===== config.mk =====
export PLATFORM = sky130hd
export DESIGN_NAME = gfmt_mac
export DESIGN_NICKNAME = d
export VERILOG_FILES = /design/src/design/gfmt_pkg.sv /design/src/design/gfmt_mac.sv
export SDC_FILE = /design/constraint.sdc
export NUM_CORES = 2
export LEC_CHECK = 0
export BUFFER_PORTS_ARGS = -buffer_cell sky130_fd_sc_hd__buf_2
export CORE_UTILIZATION = 70
export CTS_CLUSTER_DIAMETER = 30
export CTS_CLUSTER_SIZE = 10
export DETAILED_ROUTE_END_ITERATION = 10
export MAX_ROUTING_LAYER = met4
export PLACE_DENSITY_LB_ADDON = 0.15
export SLEW_MARGIN = 25
export SYNTH_ARGS = -nofsm -noshare
export SYNTH_HDL_FRONTEND = slang
export SYNTH_SLANG_ARGS = --single-unit

===== constraint.sdc =====
create_clock -name clk -period 9.4 [get_ports clk]
set_input_delay 1.41 -clock clk [delete_from_list [all_inputs] [get_ports clk]]
set_output_delay 1.41 -clock clk [all_outputs]
set_load 0.02 [all_outputs]

===== src/design/gfmt_pkg.sv =====
package gfmt_pkg;

	// Field widths of the request and response
	localparam int TIME_BITS = 24;
	localparam int GRAD_BITS = 16;
	localparam int MOM_W     = 64;

	// Shared multiplier: one 32-bit digit (plus sign) times a short operand
	localparam int DIG_W  = 32;
	localparam int MA_W   = DIG_W + 1;
	localparam int MB_W   = ((TIME_BITS > GRAD_BITS) ? TIME_BITS : GRAD_BITS) + 3;
	localparam int PROD_W = MA_W + MB_W;

	// Gradient sums: ga+gb, 3*(ga+gb), ga+2*gb
	localparam int SUM_W  = GRAD_BITS + 1;
	localparam int SUM3_W = GRAD_BITS + 3;
	localparam int G2_W   = GRAD_BITS + 2;

	// Three times the time since the epoch start
	localparam int D3_W = TIME_BITS + 2;

	// Accumulator wide enough for a whole segment or a whole report, unclamped
	localparam int ACC_SEG_W = 2 * TIME_BITS + GRAD_BITS + 6;
	localparam int ACC_RPT_W = TIME_BITS + MOM_W + 4;
	localparam int ACC_W     = (ACC_SEG_W > ACC_RPT_W) ? ACC_SEG_W : ACC_RPT_W;

	localparam int NUM_AXES = 3;

	typedef enum logic [1:0] {
		ACT_BREAK  = 2'd0,
		ACT_SAMPLE = 2'd1,
		ACT_RESET  = 2'd2,
		ACT_FLIP   = 2'd3
	} action_e;

	typedef struct packed {
		action_e                       action;
		logic        [TIME_BITS-1:0]   time_req;
		logic signed [GRAD_BITS-1:0]   grad_x;
		logic signed [GRAD_BITS-1:0]   grad_y;
		logic signed [GRAD_BITS-1:0]   grad_z;
	} req_t;

	typedef struct packed {
		logic        [TIME_BITS-1:0] report_time;
		logic signed [MOM_W-1:0]     moment_x;
		logic signed [MOM_W-1:0]     moment_y;
		logic signed [MOM_W-1:0]     moment_z;
	} rsp_t;

	// Micro-operation carried alongside each multiplier issue
	typedef enum logic [1:0] {
		OP_NONE,
		OP_PROD,
		OP_MAC,
		OP_FLUSH
	} op_e;

	typedef enum logic {
		BASE_ACC,
		BASE_SEED
	} base_e;

	typedef enum logic [2:0] {
		DST_ZACC,
		DST_FACC,
		DST_RES,
		DST_RH,
		DST_HH
	} dst_e;

	typedef struct packed {
		op_e        op;
		base_e      base;
		logic       neg;
		logic       hi;
		dst_e       dst;
		logic [1:0] axis;
	} tag_t;

	typedef struct packed {
		logic             valid;
		dst_e             dst;
		logic [1:0]       axis;
		logic [MOM_W-1:0] data;
	} wb_t;

	typedef enum logic [3:0] {
		S_IDLE,
		S_PREP,
		S_BP_RH,
		S_BP_HH,
		S_BP_AXIS,
		S_BP_FLUSH,
		S_RPT_AXIS,
		S_RPT_FLUSH,
		S_DRAIN,
		S_FIN
	} state_e;

endpackage


===== src/design/gfmt_mac.sv =====
module gfmt_mac
	import gfmt_pkg::*;
(
	input  logic                    clk,
	input  logic                    arst_n,
	input  logic signed [MA_W-1:0]  op_a,
	input  logic signed [MB_W-1:0]  op_b,
	input  logic signed [MOM_W-1:0] seed,
	input  tag_t                    tag,
	output wb_t                     wb
);

	localparam int SEED_W = MOM_W + 1;

	localparam logic [MOM_W-1:0] MOM_MAX = {1'b0, {(MOM_W-1){1'b1}}};
	localparam logic [MOM_W-1:0] MOM_MIN = {1'b1, {(MOM_W-1){1'b0}}};

	logic signed [PROD_W-1:0] prod_s1;
	logic signed [SEED_W-1:0] seed_s1;
	tag_t                     tag_s1;

	logic signed [SEED_W-1:0] seed_ext;
	logic signed [ACC_W-1:0]  prod_ext;
	logic signed [ACC_W-1:0]  addend;
	logic signed [ACC_W-1:0]  base_val;
	logic signed [ACC_W-1:0]  acc_d;
	logic signed [ACC_W-1:0]  acc_q;

	logic [ACC_W-MOM_W:0] acc_top;
	logic                 acc_fits;
	logic [MOM_W-1:0]     acc_sat;

	dst_e       dst_q;
	logic [1:0] dst_axis_q;
	logic       dst_v_q;

	// Widen the seed by one bit so that negation cannot overflow
	assign seed_ext = SEED_W'(seed);

	// Multiply stage: register product, seed and tag
	always_ff @(posedge clk or negedge arst_n) begin
		if (!arst_n) begin
			tag_s1 <= '{op: OP_NONE, base: BASE_ACC, neg: 1'b0, hi: 1'b0,
				dst: DST_ZACC, axis: 2'd0};
		end else begin
			tag_s1 <= tag;
		end
	end

	always_ff @(posedge clk) begin
		prod_s1 <= op_a * op_b;
		seed_s1 <= tag.neg ? -seed_ext : seed_ext;
	end

	// Accumulate stage: base plus product, upper digit shifted by one digit
	assign prod_ext = ACC_W'(prod_s1);
	assign addend   = tag_s1.hi ? (prod_ext <<< DIG_W) : prod_ext;
	assign base_val = (tag_s1.base == BASE_SEED) ? ACC_W'(seed_s1) : acc_q;
	assign acc_d    = base_val + addend;

	always_ff @(posedge clk) begin
		if (tag_s1.op == OP_MAC) begin
			acc_q <= acc_d;
		end
	end

	// Track where the running sum goes once its chain closes
	always_ff @(posedge clk or negedge arst_n) begin
		if (!arst_n) begin
			dst_q      <= DST_ZACC;
			dst_axis_q <= 2'd0;
			dst_v_q    <= 1'b0;
		end else begin
			if (tag_s1.op == OP_MAC && tag_s1.base == BASE_SEED) begin
				dst_q      <= tag_s1.dst;
				dst_axis_q <= tag_s1.axis;
				dst_v_q    <= 1'b1;
			end else if (tag_s1.op == OP_FLUSH) begin
				dst_v_q <= 1'b0;
			end
		end
	end

	// Clamp the running sum to the signed 64-bit range
	assign acc_top  = acc_q[ACC_W-1:MOM_W-1];
	assign acc_fits = (&acc_top) | ~(|acc_top);
	assign acc_sat  = acc_fits ? acc_q[MOM_W-1:0] : (acc_q[ACC_W-1] ? MOM_MIN : MOM_MAX);

	// Write back a raw product, or a closed chain when a new one opens or on a flush
	always_comb begin
		wb = '{valid: 1'b0, dst: dst_q, axis: dst_axis_q, data: acc_sat};
		unique case (tag_s1.op)
			OP_PROD: begin
				wb.valid = 1'b1;
				wb.dst   = tag_s1.dst;
				wb.axis  = tag_s1.axis;
				wb.data  = MOM_W'(prod_s1);
			end
			OP_MAC: begin
				wb.valid = dst_v_q && (tag_s1.base == BASE_SEED);
			end
			OP_FLUSH: begin
				wb.valid = dst_v_q;
			end
			OP_NONE: begin
				wb.valid = 1'b0;
			end
			default: begin
				wb.valid = 1'b0;
			end
		endcase
	end

endmodule

Word-level counts from Yosys, hierarchy flattened --
Cells that the tools add are included. Widths: inputs -> output; s select.
Word-level totals: logic and storage cells 34, input port bits 136, bits in registers 232, output and inout bits 70
Cells by class: bitwise operators 2, $mul 1, multiplexer cells 9, $add $sub $neg 2, reduce and logical (&&, ||, !) cells 6, equality and inequality tests 3
Operators by type and width (number):
- $mux 64 | 2
- $add 92x92->92 | 1
- $mux 92 | 1
- $mux 91 | 1
- $mux 69 | 1
- $mux 65 | 1
- $neg 64->65 | 1
- $mul 33x27->60 | 1
- $reduce_and 29->1 | 1
- $reduce_or 29->1 | 1
- $eq 2x2->1 const B | 2
- $pmux 1 s4 | 1
- $eq 2x1->1 const B | 1
- $logic_and 1x1->1 | 2
- $logic_not 2->1 | 1
- $mux 1 | 2
- $reduce_bool 2->1 | 1
- $not 1->1 | 1
- $or 1x1->1 | 1

Longest topological paths before layout --
word-level depth 5, mapped depth 29, mapped depth without buffers 26

Least setup slack after synthesis --
Ideal clock, no wire load.
path kind input to register, from in op_a[18], to reg prod_s1[55], data arrival time 7.976 ns, stages 25, library setup time 0.072 ns, path slack 1.353 ns, path through clkbuf_1 clkbuf_1 and2_1 fa_1 fa_1 inv_1 fa_1 fa_1 inv_1 fa_1 fa_1 inv_1 fa_1 inv_1 ha_1 and3_1 and3_1 nand3_1 o211ai_1 o2111ai_1 a41oi_1 o221ai_1 o2111a_1 o21bai_1 xor2_1
Between the ends: cells in the longest elaborated chain, start to end 1
RTL lines:
- start, declared | line gfmt_mac.sv:6 | input logic signed [MA_W-1:0] op_a,
- $mul 33x27->60 | line gfmt_mac.sv:51 | prod_s1 <= op_a * op_b;
- end signal, assigned | line gfmt_mac.sv:51
- end, declared | line gfmt_mac.sv:18 | logic signed [PROD_W-1:0] prod_s1;
Every way passes these cells. A chain may end at the register's enable or synchronous reset.

Final worst setup path --
from in op_b[3], to reg prod_s1[57]
Between the ends: cells in the longest elaborated chain, start to end 1
RTL lines:
- start, declared | line gfmt_mac.sv:7 | input logic signed [MB_W-1:0] op_b,
- $mul 33x27->60 | line gfmt_mac.sv:51
Every way passes these cells.

==> results.cfg <==
[layout]
drive_above_1_share_pct = 8.31
stdcell_count = 6195
synthToLayoutAreaGrowth_pct = 5.83
fin_nets = 6607

[cts]
htreeDepth = 2
postCtsSetupRepairBufs = 0
clk_latency_ns = 0.53
cts_buffer_depth = 3
clk_pin_slew_ns = 0.05
cts_hold_buf = 0
cts_inserted_buffers = 41
cts.sinks = 232
cts_resized = 0
cts_tree = yes
cts_root_buffer = clkbuf_16

[worst_setup_path]
critPathSlowestCell = fa_1
cp_top_family = adder cells
path_common_cell = fa_1
cp.arrival_ns = 8.99
cp_max_fo = 33
slowest_delay_ns = 0.56
required_ns = 9.86
path_class = in2reg
end_kind = flop
worstPathCellList = buf_2 -> and2_1 -> fa_1 -> fa_1 -> inv_1 -> fa_1 -> fa_1 -> inv_1 -> fa_1 -> fa_1 -> inv_1 -> fa_1 -> inv_1 -> ha_1 -> a211oi_1 -> nor2_1 -> o41ai_1 -> o211ai_1 -> o2111ai_1 -> a41oi_1 -> o221ai_1 -> o21ai_0 -> a311oi_1 -> xnor2_1
worstSetupStartpointType = input pin
critPathBufInv = 5

[floorplan]
die_w_um = 261
start_util_pct = 71.0
io-pin-count = 206
die-area_um2 = 68100
row_count = 94
core_um2 = 66100
dieHeight_um = 261

[detailed_routing]
drc_errors = 22
drt_pass1_iterations = 11
vias = 36600
routedWlPerCell_um = 21.0
routed_wl_um = 130000
vias_per_cell = 5.91
ant_nets = 0
drt-initial-drc-count = 3339

[logic_synthesis]
ys_top_cells_by_count = 1032 x inv_1, 912 x fa_1, 756 x nand2_1, 396 x and2_1, 275 x clkbuf_1
synthFlopType = dfxtp_1
synth-seq-cells = 232
synthCells = 5291
synth_edf_count = 92
synthArstFlopShare_pct = 6.47
synth.distinct_cells = 78
synth-warning-count = 0
yosysTopAreaCell = fa_1
seq_area_frac_synth_pct = 12.0
yosys.area.top_type_share_pct = 38.9
post-synth-top-count-cell = inv_1
syn_nets = 6601
synthesis.area_um2 = 47000
avgSynthCellArea_um2 = 8.88
synth_area_leaders = fa_1 39%, inv_1 8.2%, ha_1 7.0%

[placement]
place_congestion = 1.01
port_buffers = 205
hpwl_um = 105000
dp.cells = 6118

[sta]
fin_skew_ns = 0.0160
grt_setup_unrepaired = no
slew_viol_final = 0
worstMarginPinSlew_ns = 1.04
post-route-period-util_pct = 90.8
slew-limit-headroom_pct = 30.3
max_freq_mhz = 117
tns_ns = 0
finalHoldViolCount = 0
finalSetupViolCount = 0
period_needed_ns = 8.54

[status]
status = finished, violations left
violations = design-rule violations

[grt]
overflow = 0
use_met3_pct = 8.51
grt_max_degree = 103
met2_usage_pct = 59.1
track_usage_pct = 40.4
antenna_found_initial = 4
grt_most_used_layer = met2
grt_util_met1_pct = 56.7
grt_pass1_wl_um = 205000
grt_pass1_vias = 37300

[worst_hold_path]
worstHoldPathType = reg2reg

[run]
timing.max_cap.violations = 0
final cells by class:
class                           instances  area, um^2
Antenna cell                            2        5.00
Clock buffer                           54        1190
Clock inverter                         21         156
Fill cell                            4920       16400
Inverter                             1033        3880
Multi-Input combinational cell       3745       36400
Sequential cell                       232        5650
Tap cell                              864        1080
Timing Repair Buffer                  244        1320
routing by layer:
metal	up-vias	part of all wire, %
met2	1991	43
met3	257	11
met4	0	3.6
li1	16300	-
met5	-	0
met1	18100	42
logic make-up (layout without fill, tap and decap cells):
family / count (synthesis) / after routing / share of synthesized area, %
simple gates: 1551 / 1551 / 16.1
buf+inv: 1314 / 1352 / 10.5
fa+ha+maj: 1174 / 1174 / 45.9
compound gates: 711 / 711 / 9.28
flops: 232 / 232 / 12.0
xor+xnor: 212 / 212 / 3.95
mux: 97 / 97 / 2.32
other cells: 0 / 2 / 0
path summary, 6_finish.rpt:
path,from,endpoint,slack (ns),cells after the start
max,op_b[3],prod_s1[57],0.86,24
min,dst_q[1],dst_q[1],0.51,1
max reg2reg,tag_s1[7],acc_q[86],4.03,13
min reg2reg,dst_q[1],dst_q[1],0.51,1
max in group asynchronous,arst_n,tag_s1[7],8.36,1
min in group asynchronous,arst_n,dst_q[2],0.77,1
cells in the final DEF, fill, tap and decap left out, drive strengths merged, types with 7 or more instances in the layout:
cell and n:
o211ai 19, xnor2 159, o41ai 14, clkinv 11
dfxtp 125, a21boi 7, o31ai 27, nor4 18
fa 912, nor2 130, or3 10, o21ai 213
nand4 54, nand3 42, a21o 64, o21a 18
buf 244, mux2 95, and2 396, clkbuf 54
or4 11, a211oi 22, o21bai 35, nor3 30
a31oi 16, xor2 53, nor2b 47, inv 1043
edfxtp 92, and3 15, ha 262, nand2b 24
a21oi 229, nand2 756, dfrtp 15
flip-flops by register name, summed over array words and instances, names as in the netlist:
| signal | count |
|---|---|
| acc_q | 92 |
| dst_axis_q | 2 |
| dst_q | 3 |
| dst_v_q | 1 |
| prod_s1 | 60 |
| seed_s1 | 65 |
| tag_s1 | 9 |
metrics by stage:
stage | hold slack [ns] | utilization, % | instance area, um^2 | worst slack (ns)
floorplan | 0.477 | - | 47000 | 1.35
global placement | 0.486 | 73.1 | 48300 | 0.539
detailed placement | 0.496 | 73.1 | 48300 | 0.369
CTS | 0.510 | 75.2 | 49700 | 0.914
global route | 0.520 | 75.2 | 49700 | 0.501
finish | 0.508 | 75.2 | 49700 | 0.861
Power is left out: the tool's default activity adds up to more than one toggle a clock period on the data nets, which glitch-free logic cannot reach.
